## src/hw/rtl/oldest_voice_stealing_allocator_defines.svh

```systemverilog
// Assertion macros for the voice allocator.
// Depends on nothing; users need clk and arst_n in scope.
`ifndef OLDEST_VOICE_STEALING_ALLOCATOR_DEFINES_SVH
`define OLDEST_VOICE_STEALING_ALLOCATOR_DEFINES_SVH

// ante implies cons in the same cycle
`define OVSA_ASSERT_IMPL(lbl, ante, cons, msg) \
	lbl: assert property (@(posedge clk) disable iff (!arst_n) (ante) |-> (cons)) \
		else $error(msg);

// expression must never hold
`define OVSA_ASSERT_NEVER(lbl, expr, msg) \
	lbl: assert property (@(posedge clk) disable iff (!arst_n) !(expr)) \
		else $error(msg);

`endif

```

## src/hw/rtl/ovsa_pkg.sv

```systemverilog
// Types and constants shared by the voice allocator modules.
// No dependencies.
package ovsa_pkg;

	localparam logic [6:0] NOTE_OFFSET   = 7'd12;
	localparam logic [6:0] PEDAL_LIMIT   = 7'd64;
	localparam logic [3:0] CH_ALT        = 4'd1;
	localparam logic [3:0] CH_RESERVED   = 4'd2;
	localparam logic [3:0] UNASSIGNED_CH = 4'd15;
	localparam logic [7:0] NO_NOTE       = 8'h80;
	localparam logic       REG_VOICES_IN_USE = 1'b0;

	typedef enum logic [2:0] {
		OP_NOTE_ON  = 3'd0,
		OP_NOTE_OFF = 3'd1,
		OP_PEDAL    = 3'd2,
		OP_ALL_OFF  = 3'd3,
		OP_FINISHED = 3'd4
	} opcode_t;

	typedef enum logic [2:0] {
		ACT_NONE    = 3'd0,
		ACT_START   = 3'd1,
		ACT_RETRIG  = 3'd2,
		ACT_RELEASE = 3'd3,
		ACT_HOLD    = 3'd4,
		ACT_SILENCE = 3'd5
	} action_t;

	typedef enum logic [1:0] {
		VS_IDLE    = 2'd0,
		VS_BUSY    = 2'd1,
		VS_WAIT_UP = 2'd2
	} status_t;

	typedef enum logic [1:0] {
		PH_IDLE    = 2'd0,
		PH_SOUND   = 2'd1,
		PH_RELEASE = 2'd2,
		PH_FAST    = 2'd3
	} phase_t;

	typedef enum logic [2:0] {
		SQ_IDLE,
		SQ_SCAN,
		SQ_PICK_RD,
		SQ_PICK_EX,
		SQ_FIN
	} seq_state_t;

	typedef struct packed {
		status_t    status;
		phase_t     phase;
		logic [7:0] cur_note;
		logic [7:0] queued_note;
		logic [3:0] chan_tag;
	} voice_fix_t;

	localparam voice_fix_t FIX_RESET = '{
		status:      VS_IDLE,
		phase:       PH_IDLE,
		cur_note:    NO_NOTE,
		queued_note: NO_NOTE,
		chan_tag:    UNASSIGNED_CH
	};

	typedef struct packed {
		logic [2:0] opcode;
		logic [6:0] midi_note;
		logic [3:0] midi_channel;
		logic [6:0] pedal_value;
		logic [4:0] finished_voice;
	} evt_t;

	typedef struct packed {
		logic [4:0] voice_index;
		logic [2:0] action;
		logic [6:0] voice_note;
		logic       last;
	} cmd_t;

endpackage

```

## src/hw/rtl/ovsa_voice_ram.sv

```systemverilog
// Voice state memory: one write and one read port, registered read data.
// Per-entry valid flags report unwritten entries on rd_hit. Uses no package.
module ovsa_voice_ram #(
	parameter int DEPTH = 17,
	parameter int AW    = 5,
	parameter int DW    = 40
) (
	input  logic          clk,
	input  logic          arst_n,
	input  logic          clr,
	input  logic          rd_en,
	input  logic [AW-1:0] rd_addr,
	output logic [DW-1:0] rd_data,
	output logic          rd_hit,
	input  logic          wr_en,
	input  logic [AW-1:0] wr_addr,
	input  logic [DW-1:0] wr_data
);

	logic [DW-1:0] mem_q [DEPTH];
	logic [DEPTH-1:0] valid_q;
	logic [DW-1:0] rd_data_q;
	logic rd_hit_q;

	always_ff @(posedge clk) begin
		if (wr_en) begin
			mem_q[wr_addr] <= wr_data;
		end
		if (rd_en) begin
			rd_data_q <= mem_q[rd_addr];
		end
	end

	always_ff @(posedge clk or negedge arst_n) begin
		if (!arst_n) begin
			valid_q  <= '0;
			rd_hit_q <= 1'b0;
		end else begin
			if (clr) begin
				valid_q <= '0;
			end else if (wr_en) begin
				valid_q[wr_addr] <= 1'b1;
			end
			if (rd_en) begin
				rd_hit_q <= valid_q[rd_addr];
			end
		end
	end

	assign rd_data = rd_data_q;
	assign rd_hit  = rd_hit_q;

endmodule

```

## src/hw/rtl/ovsa_cmd_buf.sv

```systemverilog
// Command output stage: holds the newest command until the next one or the
// end of the event decides its last flag, then an output register. Uses ovsa_pkg.
module ovsa_cmd_buf
	import ovsa_pkg::*;
(
	input  logic clk,
	input  logic arst_n,
	input  logic push,
	input  cmd_t push_cmd,
	input  logic fin,
	output logic room,
	output logic cmd_valid,
	input  logic cmd_stall,
	output cmd_t cmd
);

	logic pend_vld_q;
	cmd_t pend_q;
	logic out_vld_q;
	cmd_t out_q;
	logic out_free;
	logic move;

	assign out_free = !out_vld_q || !cmd_stall;
	assign room     = !pend_vld_q || out_free;
	assign move     = pend_vld_q && out_free && (push || fin);

	always_ff @(posedge clk or negedge arst_n) begin
		if (!arst_n) begin
			pend_vld_q <= 1'b0;
			out_vld_q  <= 1'b0;
		end else begin
			if (push && room) begin
				pend_vld_q <= 1'b1;
			end else if (fin && room) begin
				pend_vld_q <= 1'b0;
			end
			if (move) begin
				out_vld_q <= 1'b1;
			end else if (!cmd_stall) begin
				out_vld_q <= 1'b0;
			end
		end
	end

	always_ff @(posedge clk) begin
		if (push && room) begin
			pend_q <= push_cmd;
		end
		if (move) begin
			out_q <= '{voice_index: pend_q.voice_index, action: pend_q.action,
				voice_note: pend_q.voice_note, last: fin};
		end
	end

	assign cmd_valid = out_vld_q;
	assign cmd       = out_q;

endmodule

```

## src/hw/rtl/ovsa_seq.sv

```systemverilog
// Event sequencer: walks the voice memory one entry per cycle while commands have
// room, read-modify-write, emitting commands. Uses ovsa_pkg and the macro header.
`include "oldest_voice_stealing_allocator_defines.svh"
module ovsa_seq
	import ovsa_pkg::*;
#(
	parameter int AGE_BITS   = 16,
	parameter int IDX_W      = 5,
	parameter int DW         = 40
) (
	input  logic             clk,
	input  logic             arst_n,
	input  logic             clr,
	input  logic [IDX_W-1:0] nv,
	input  logic             evt_valid,
	output logic             evt_stall,
	input  evt_t             evt,
	output logic             rd_en,
	output logic [IDX_W-1:0] rd_addr,
	input  logic [DW-1:0]    rd_data,
	input  logic             rd_hit,
	output logic             wr_en,
	output logic [IDX_W-1:0] wr_addr,
	output logic [DW-1:0]    wr_data,
	output logic             push,
	output cmd_t             push_cmd,
	output logic             fin,
	input  logic             room
);

	localparam int CW = (IDX_W > 5) ? IDX_W : 5;

	seq_state_t state_q, state_d;
	logic pedal_q;
	opcode_t op_q;
	logic [6:0] note_q;
	logic [3:0] ch_q;
	logic chres_q;
	logic [IDX_W-1:0] x_q, end_q, pick_q, oldest_q;
	logic found_q;
	logic [AGE_BITS-1:0] maxage_q;

	// accept-time decode
	logic acc, low, is_ch2, down;
	logic go_scan, go_pick;
	logic [IDX_W-1:0] first_idx, last_idx;

	// step datapath
	voice_fix_t e_fix, n_fix;
	logic [AGE_BITS-1:0] e_age, n_age, age_a;
	logic held, on_active, on_match, on_older;
	logic emit, ex, step_go, scan_end;
	action_t emit_act;
	logic [6:0] emit_note;
	logic [IDX_W-1:0] cur_idx, pick_sel;

	assign acc      = (state_q == SQ_IDLE) && evt_valid;
	assign low      = evt.midi_note < NOTE_OFFSET;
	assign is_ch2   = evt.midi_channel == CH_RESERVED;
	assign down     = evt.pedal_value >= PEDAL_LIMIT;
	assign e_fix    = rd_hit ? voice_fix_t'(rd_data[DW-1:AGE_BITS]) : FIX_RESET;
	assign e_age    = rd_hit ? rd_data[AGE_BITS-1:0] : '0;
	assign held     = (e_fix.cur_note == {1'b0, note_q}) ||
	                  (e_fix.queued_note == {1'b0, note_q});
	assign ex       = (state_q == SQ_SCAN) || (state_q == SQ_PICK_EX);
	assign step_go  = ex && (!emit || room);
	assign scan_end = x_q == end_q;
	assign cur_idx  = (state_q == SQ_PICK_EX) ? pick_q : x_q;
	assign pick_sel = found_q ? pick_q : oldest_q;

	always_comb begin
		go_scan   = 1'b0;
		go_pick   = 1'b0;
		first_idx = '0;
		last_idx  = nv;
		case (opcode_t'(evt.opcode))
			OP_NOTE_ON: begin
				if (!low) begin
					if (is_ch2) begin
						go_pick   = 1'b1;
						first_idx = nv;
					end else begin
						go_scan  = 1'b1;
						last_idx = nv - IDX_W'(1);
					end
				end
			end
			OP_NOTE_OFF: begin
				if (!low) begin
					go_scan = 1'b1;
					if (is_ch2) begin
						first_idx = nv;
					end else begin
						last_idx = nv - IDX_W'(1);
					end
				end
			end
			OP_PEDAL: begin
				go_scan = pedal_q && !down;
			end
			OP_ALL_OFF: begin
				go_scan = 1'b1;
			end
			OP_FINISHED: begin
				if (CW'(evt.finished_voice) <= CW'(nv)) begin
					go_scan   = 1'b1;
					first_idx = IDX_W'(evt.finished_voice);
					last_idx  = IDX_W'(evt.finished_voice);
				end
			end
			default: begin
				go_scan = 1'b0;
			end
		endcase
	end

	// note-on scan: ages and candidate tracking
	always_comb begin
		on_active = e_fix.status != VS_IDLE;
		on_match  = on_active && held && (e_fix.chan_tag == ch_q);
		age_a     = on_match ? '0 : e_age;
		if (on_active && (age_a != {AGE_BITS{1'b1}})) begin
			age_a = age_a + 1'b1;
		end
		on_older = on_active && (age_a > maxage_q);
	end

	// per-entry update and command
	always_comb begin
		n_fix     = e_fix;
		n_age     = e_age;
		emit      = 1'b0;
		emit_act  = ACT_NONE;
		emit_note = '0;
		if (state_q == SQ_PICK_EX) begin
			emit = 1'b1;
			if (e_fix.cur_note != NO_NOTE) begin
				n_fix.queued_note = {1'b0, note_q};
				n_fix.phase       = PH_FAST;
				emit_act          = ACT_RETRIG;
			end else begin
				n_fix.cur_note = {1'b0, note_q};
				n_fix.phase    = PH_SOUND;
				emit_act       = ACT_START;
			end
			emit_note      = note_q;
			n_fix.status   = VS_BUSY;
			n_age          = '0;
			n_fix.chan_tag = ((ch_q == CH_ALT) || (ch_q == CH_RESERVED)) ? ch_q : 4'd0;
		end else begin
			case (op_q)
				OP_NOTE_ON: begin
					n_age = age_a;
				end
				OP_NOTE_OFF: begin
					if ((chres_q || (e_fix.chan_tag == ch_q)) && held) begin
						emit = 1'b1;
						if (!chres_q) begin
							n_age = '0;
						end
						if ((e_fix.cur_note == {1'b0, note_q}) &&
						    (e_fix.queued_note != NO_NOTE)) begin
							n_fix.phase = PH_FAST;
							emit_act    = ACT_RETRIG;
							emit_note   = e_fix.queued_note[6:0];
						end else if (!pedal_q) begin
							n_fix.phase = PH_RELEASE;
							emit_act    = ACT_RELEASE;
						end else begin
							n_fix.status = VS_WAIT_UP;
							emit_act     = ACT_HOLD;
						end
					end
				end
				OP_PEDAL: begin
					if (e_fix.status == VS_WAIT_UP) begin
						emit        = 1'b1;
						n_fix.phase = PH_RELEASE;
						emit_act    = ACT_RELEASE;
					end
				end
				OP_ALL_OFF: begin
					emit              = 1'b1;
					n_fix.queued_note = NO_NOTE;
					n_fix.phase       = PH_FAST;
					n_age             = '0;
					emit_act          = ACT_SILENCE;
				end
				OP_FINISHED: begin
					if ((e_fix.status != VS_IDLE) && (e_fix.cur_note != NO_NOTE)) begin
						if ((e_fix.phase == PH_RELEASE) ||
						    ((e_fix.phase == PH_FAST) && (e_fix.queued_note == NO_NOTE))) begin
							emit           = 1'b1;
							n_fix.cur_note = NO_NOTE;
							n_fix.phase    = PH_IDLE;
							n_fix.status   = VS_IDLE;
							emit_act       = ACT_NONE;
						end else if (e_fix.phase == PH_FAST) begin
							emit              = 1'b1;
							n_fix.cur_note    = e_fix.queued_note;
							n_fix.queued_note = NO_NOTE;
							n_fix.phase       = PH_SOUND;
							emit_act          = ACT_START;
							emit_note         = e_fix.queued_note[6:0];
						end
					end
				end
				default: begin
					emit = 1'b0;
				end
			endcase
		end
	end

	// next state
	always_comb begin
		state_d = state_q;
		case (state_q)
			SQ_IDLE: begin
				if (acc && go_pick) begin
					state_d = SQ_PICK_EX;
				end else if (acc && go_scan) begin
					state_d = SQ_SCAN;
				end
			end
			SQ_SCAN: begin
				if (step_go && scan_end) begin
					state_d = (op_q == OP_NOTE_ON) ? SQ_PICK_RD : SQ_FIN;
				end
			end
			SQ_PICK_RD: begin
				state_d = SQ_PICK_EX;
			end
			SQ_PICK_EX: begin
				if (step_go) begin
					state_d = SQ_FIN;
				end
			end
			SQ_FIN: begin
				if (room) begin
					state_d = SQ_IDLE;
				end
			end
			default: begin
				state_d = SQ_IDLE;
			end
		endcase
	end

	// outputs
	always_comb begin
		rd_en   = 1'b0;
		rd_addr = first_idx;
		case (state_q)
			SQ_IDLE: begin
				rd_en = acc && (go_scan || go_pick);
			end
			SQ_SCAN: begin
				rd_en   = step_go && !scan_end;
				rd_addr = x_q + IDX_W'(1);
			end
			SQ_PICK_RD: begin
				rd_en   = 1'b1;
				rd_addr = pick_sel;
			end
			default: begin
				rd_en = 1'b0;
			end
		endcase
		wr_en                = step_go;
		wr_addr              = cur_idx;
		wr_data              = {n_fix, n_age};
		push                 = step_go && emit;
		push_cmd.voice_index = 5'(cur_idx);
		push_cmd.action      = emit_act;
		push_cmd.voice_note  = emit_note;
		push_cmd.last        = 1'b0;
		fin                  = state_q == SQ_FIN;
		evt_stall            = state_q != SQ_IDLE;
	end

	always_ff @(posedge clk or negedge arst_n) begin
		if (!arst_n) begin
			state_q <= SQ_IDLE;
			pedal_q <= 1'b0;
		end else begin
			state_q <= state_d;
			if (clr) begin
				pedal_q <= 1'b0;
			end else if (acc && (opcode_t'(evt.opcode) == OP_PEDAL)) begin
				pedal_q <= down;
			end
		end
	end

	always_ff @(posedge clk) begin
		if (acc) begin
			op_q     <= opcode_t'(evt.opcode);
			note_q   <= evt.midi_note - NOTE_OFFSET;
			ch_q     <= evt.midi_channel;
			chres_q  <= is_ch2;
			x_q      <= first_idx;
			end_q    <= last_idx;
			pick_q   <= nv;
			found_q  <= 1'b0;
			oldest_q <= '0;
			maxage_q <= '0;
		end else if (state_q == SQ_PICK_RD) begin
			pick_q <= pick_sel;
		end else if ((state_q == SQ_SCAN) && step_go) begin
			x_q <= x_q + IDX_W'(1);
			if (op_q == OP_NOTE_ON) begin
				if (on_match || (!on_active && !found_q)) begin
					pick_q  <= x_q;
					found_q <= 1'b1;
				end
				if (on_older) begin
					oldest_q <= x_q;
					maxage_q <= age_a;
				end
			end
		end
	end

	`OVSA_ASSERT_NEVER(a_rw_same_entry, wr_en && rd_en && (wr_addr == rd_addr), "read and write of one voice in a cycle")
	`OVSA_ASSERT_IMPL(a_push_room, push, room, "command pushed without room")
	`OVSA_ASSERT_NEVER(a_push_fin, push && fin, "push during event end")
	`OVSA_ASSERT_IMPL(a_scan_bound, state_q == SQ_SCAN, x_q <= end_q, "scan index past end")

endmodule

```

## src/hw/rtl/oldest_voice_stealing_allocator.sv

```systemverilog
// Each event read-modify-writes the voices it visits, in order: note-on
// off channel 2 scans the voices below voices_in_use, then pick read, update, end;
// note-off off channel 2 visits those voices, pedal-up and all-notes-off also the
// reserved voice, other note and envelope-finished events one voice; output stalls hold
// the walk. Commands leave via a pending slot plus output register, one transfer/cycle
// unless stalled. Reset/voices_in_use writes: pedal, voices (valid flags) idle at once.
module oldest_voice_stealing_allocator
	import ovsa_pkg::*;
#(
	parameter int MAX_VOICES = 16,
	parameter int AGE_BITS   = 16
) (
	input  logic        clk,
	input  logic        arst_n,
	// event channel
	input  logic        evt_valid,
	output logic        evt_stall,
	input  evt_t        evt,
	// command channel
	output logic        cmd_valid,
	input  logic        cmd_stall,
	output cmd_t        cmd,
	// register port
	input  logic        psel,
	input  logic        penable,
	input  logic        pwrite,
	input  logic [2:0]  paddr,
	input  logic [31:0] pwdata,
	output logic [31:0] prdata,
	output logic        pready
);

	localparam int BANK     = MAX_VOICES + 1;
	localparam int IDX_W    = $clog2(MAX_VOICES + 1);
	localparam int DW       = $bits(voice_fix_t) + AGE_BITS;
	localparam int CW       = (IDX_W > 5) ? IDX_W : 5;
	localparam int NV_RESET = (MAX_VOICES < 16) ? MAX_VOICES : 16;

	logic [IDX_W-1:0] nv_q;
	logic cfg_wr;
	logic [4:0] wv;
	logic [IDX_W-1:0] wv_sat;

	logic rd_en, rd_hit, wr_en;
	logic [IDX_W-1:0] rd_addr, wr_addr;
	logic [DW-1:0] rd_data, wr_data;
	logic push, fin, room;
	cmd_t push_cmd;

	// register write: voice count saturates into 1..MAX_VOICES
	assign pready = 1'b1;
	assign cfg_wr = psel && penable && pwrite && (paddr[2] == REG_VOICES_IN_USE);
	assign wv     = pwdata[4:0];

	always_comb begin
		if (wv == 5'd0) begin
			wv_sat = IDX_W'(1);
		end else if (CW'(wv) > CW'(MAX_VOICES)) begin
			wv_sat = IDX_W'(MAX_VOICES);
		end else begin
			wv_sat = IDX_W'(wv);
		end
	end

	always_ff @(posedge clk or negedge arst_n) begin
		if (!arst_n) begin
			nv_q <= IDX_W'(NV_RESET);
		end else if (cfg_wr) begin
			nv_q <= wv_sat;
		end
	end

	assign prdata = (paddr[2] == REG_VOICES_IN_USE) ? 32'(nv_q) : 32'd0;

	// one entry per voice plus the reserved channel voice
	ovsa_voice_ram #(
		.DEPTH(BANK),
		.AW   (IDX_W),
		.DW   (DW)
	) u_ram (
		.clk    (clk),
		.arst_n (arst_n),
		.clr    (cfg_wr),
		.rd_en  (rd_en),
		.rd_addr(rd_addr),
		.rd_data(rd_data),
		.rd_hit (rd_hit),
		.wr_en  (wr_en),
		.wr_addr(wr_addr),
		.wr_data(wr_data)
	);

	ovsa_seq #(
		.AGE_BITS  (AGE_BITS),
		.IDX_W     (IDX_W),
		.DW        (DW)
	) u_seq (
		.clk      (clk),
		.arst_n   (arst_n),
		.clr      (cfg_wr),
		.nv       (nv_q),
		.evt_valid(evt_valid),
		.evt_stall(evt_stall),
		.evt      (evt),
		.rd_en    (rd_en),
		.rd_addr  (rd_addr),
		.rd_data  (rd_data),
		.rd_hit   (rd_hit),
		.wr_en    (wr_en),
		.wr_addr  (wr_addr),
		.wr_data  (wr_data),
		.push     (push),
		.push_cmd (push_cmd),
		.fin      (fin),
		.room     (room)
	);

	// the last flag is settled when the next command or the event end arrives
	ovsa_cmd_buf u_buf (
		.clk      (clk),
		.arst_n   (arst_n),
		.push     (push),
		.push_cmd (push_cmd),
		.fin      (fin),
		.room     (room),
		.cmd_valid(cmd_valid),
		.cmd_stall(cmd_stall),
		.cmd      (cmd)
	);

endmodule

```

## config.mk

```make
export PLATFORM = sky130hd
export DESIGN_NAME = oldest_voice_stealing_allocator
export DESIGN_NICKNAME = d
export VERILOG_FILES = /design/src/hw/rtl/ovsa_pkg.sv /design/src/hw/rtl/ovsa_voice_ram.sv /design/src/hw/rtl/ovsa_cmd_buf.sv /design/src/hw/rtl/ovsa_seq.sv /design/src/hw/rtl/oldest_voice_stealing_allocator.sv
export VERILOG_INCLUDE_DIRS = /design/src /design/src/hw/rtl
export SDC_FILE = /design/constraint.sdc
export NUM_CORES = 1
export LEC_CHECK = 0
export BUFFER_PORTS_ARGS = -buffer_cell sky130_fd_sc_hd__buf_2
export CORE_MARGIN = 2
export CORE_UTILIZATION = 50
export CTS_CLUSTER_DIAMETER = 50
export DETAILED_ROUTE_END_ITERATION = 8
export HOLD_SLACK_MARGIN = 0.05
export PLACE_DENSITY = 0.69
export SKIP_LAST_GASP = 1
export SLEW_MARGIN = 5
export SYNTH_ARGS = -nofsm -noshare
export SYNTH_HDL_FRONTEND = slang
export SYNTH_SLANG_ARGS = --single-unit
```

## constraint.sdc

```tcl
create_clock -name clk -period 6.4 [get_ports clk]
set_clock_uncertainty 0.2 [all_clocks]
set_input_delay 0.96 -clock clk [delete_from_list [all_inputs] [get_ports clk]]
set_output_delay 0.96 -clock clk [all_outputs]
set_load 0.1 [all_outputs]
```

==> metrics.txt <==
post-detail-place hpwl 53900 um; Root Buffer clkbuf_16; slowest stage cell on the critical path or4_4; Max H-tree Level 3; CTS Sinks 832; highest clock rate 165 MHz; Worst-path clk slew 70 ps; grt ovf 0; drt pass-1 iters 8; crit path time final 6070 ps; core area 68800 um2; proportion of layout cells with a drive suffix above 1 0.126; Routed WL 95700 um; Tcrit/Tclk final 0.948; P&R area growth vs syn 13.1%; full die area 71900 um2; Max Cap Viol 0; Routed WL per cell 26.2 um; Mean Syn Cell Area 13.5 um2; post-route ant nets 0; clock buffer depth 3; number of diodes 0; post-CTS setup buffers 0; Cell Rows 96; Lkg Pwr 13.5 nW; crit path kind register to register; Initial DRC Count 2786; post-synthesis instance area 34900 um2; number of enable flip-flop cells after synthesis 781; launching element type of the critical path register; Die Y 268 um; max_slew headroom 0.0978; Crit Path Max Fanout 13; Yosys cell types 92; sequential power share 0.454; vias per cell 6.27; Syn. warnings 0; final std cells w/o fill 3657; vias in the first global route 22400; required time of the critical path 6670 ps; Max Slew Vio Count 0; Final Hold Vio Count 0; combinational share of power 0.219; fraction of registers with async set/reset 0.0349; Starting Density 0.507; Power Density 393 nW/um2; register area share after synthesis 0.706; Peak VDD IR 0.228 mV; Num CTS Buffers 88; commonest non-fill, non-tap cells in the layout edfxtp_1 (781), nand2_1 (423), a21oi_1 (202), nor2_1 (121), a32oi_1 (118); NetSw 4.87 mW; CTS tree yes; cell internal pwr 10.6 mW; Final setup viols 0; hold crit path type input pin to asynchronous set/reset pin; Clk pwr share 0.327; fin util 0.573; largest net degree at the start of global routing 97; first-pass GRT wire length 141000 um; Post-layout nets 2747; CP endpoint kind register; Worst Path Arrival 6340 ps; initial antenna violation count 0; top_reg_cell synth edfxtp_1; commonest non-fill, non-tap cell in the layout edfxtp_1; GP Congestion 0.891; Least-Margin Pin Slew 1350 ps; Most Frequent Cell on Critical Path nor2_1; number of port buffers 55; number of synthesized register bits 832; CP max stage delay 500 ps; sw frac 0.314; total power 15.5 mW; gr usage total 0.264; Die Wd 268 um; outcome finished, final reports clean; clk_lat worst skew 640 ps; Ports 119; Vias 22900; Mapped Cells 2582; dpl cells 3493; Post-route DRC 0
[registers in the layout, indices dropped and copies added, names as in the netlist, 4 cells and up]
signal and flops:
u_seq.ch_q 4, u_ram.valid_q 17, u_seq.note_q 7, u_seq.maxage_q 16, u_buf.cmd 16, u_seq.end_q 5
u_ram.mem_q 680, u_seq.x_q 5, u_seq.pick_q 5, nv_q 5, u_buf.pend_q 15, u_seq.oldest_q 5
u_ram.rd_data 40
[final timing paths]
check | cells past startpoint | end | startpoint | slack (ps)
min reg2reg | 0 | u_buf.cmd[15]$_DFFE_PP_ | u_buf.pend_q[15]$_DFFE_PP_ | 230
max | 28 | u_seq.maxage_q[3]$_SDFFE_PP0P_ | u_ram.rd_hit$_DFFE_PN0P_ | 330
min in group clk | 0 | u_buf.cmd[15]$_DFFE_PP_ | u_buf.pend_q[15]$_DFFE_PP_ | 230
max reg2reg | 28 | u_seq.maxage_q[3]$_SDFFE_PP0P_ | u_ram.rd_hit$_DFFE_PN0P_ | 330
min | 1 | u_ram.valid_q[11]$_DFFE_PN0P_ | arst_n | 190
max in group asynchronous | 1 | u_ram.valid_q[10]$_DFFE_PN0P_ | arst_n | 5330
[final cells by class]
type / count / area, um2
fillers: 5377 / 29400
flip-flops and latches: 832 / 24600
multi-input cells: 1553 / 9590
clock buffers: 104 / 2300
well taps: 931 / 1160
repair buffers: 137 / 1050
clock inverters: 59 / 571
inverters: 41 / 154
[synthesized netlist by cell type, types with 9 or more instances]
cell	n	share of area
dfxtp_1	22	0.013
o22ai_1	9	0.0016
nor2_1	143	0.015
xor2_1	18	0.0045
inv_1	39	0.0042
a221oi_1	82	0.021
o31ai_1	12	0.0026
a22o_1	12	0.0030
a21o_1	9	0.0019
o21ai_1	32	0.0046
xnor2_1	17	0.0043
nor3_1	24	0.0034
a21oi_1	202	0.029
buf_4	28	0.0060
a32oi_1	118	0.030
nand2_1	425	0.046
mux2i_1	101	0.029
buf_2	49	0.0070
o21a_1	10	0.0022
ha_1	26	0.0093
buf_1	17	0.0018
nand2b_1	10	0.0018
nand3_1	47	0.0067
a21boi_0	11	0.0024
dfrtp_1	28	0.020
clkbuf_1	87	0.0094
o21ai_0	62	0.0089
nand4_1	11	0.0020
edfxtp_1	781	0.67
[routing by layer]
layer  global-route usage  part of all wire  wire length [um]
met5                    0                 0                 0
met4               0.0909             0.028              2640
met3               0.0415             0.091              8660
met2                0.430              0.48             45600
met1                0.364              0.41             38800
[cell families (layout without fill, tap and decap cells)]
group / count (synthesis) / in the layout / synth area share
fa+ha+maj: 26 / 26 / 0.00933
flops: 832 / 832 / 0.706
other cells: 2 / 28 / 0.000215
xor+xnor: 36 / 36 / 0.00925
compound gates: 631 / 631 / 0.125
simple gates: 725 / 725 / 0.0897
buf+inv: 223 / 341 / 0.0290
mux: 107 / 107 / 0.0312
[critical path: cells and delay by family (launching register included)]
kind,cells,cell delay [ps]
AO/OA/AOI/OAI,5,1250
XOR/XNOR,2,300
adder cells (fa/ha/maj),2,550
buffers and inverters,3,600
flip-flops,1,480
AND/OR/NAND/NOR,16,2480
[per-stage QoR]
stage	hold slack (ps)	setup slack (ps)	setup TNS, ps	area (um2)
floorplan	200	121	0	35000
global placement	212	441	0	36500
detailed placement	211	320	0	36500
CTS	181	268	0	39400
global route	223	-17.2	-47.1	39500
finish	186	333	0	39500
[repair_timing]
item / 4_1_cts / 5_1_grt
hold buffers: 0 / 0
endpoints found under the setup margin: 0 / 18
resized for setup: 0 / 2
[power by group through the flow]
stage | Combinational, mW | Sequential, mW | Clock (mW)
finish | 3.39 | 7.04 | 5.07
global route | 3.63 | 7.07 | 5.33
CTS | 3.33 | 7.03 | 5.11
detailed placement | 3.31 | 7.14 | 0
global placement | 3.21 | 7.12 | 0
floorplan | 2.14 | 7.07 | 0
Power figures use the tool's default switching activity.
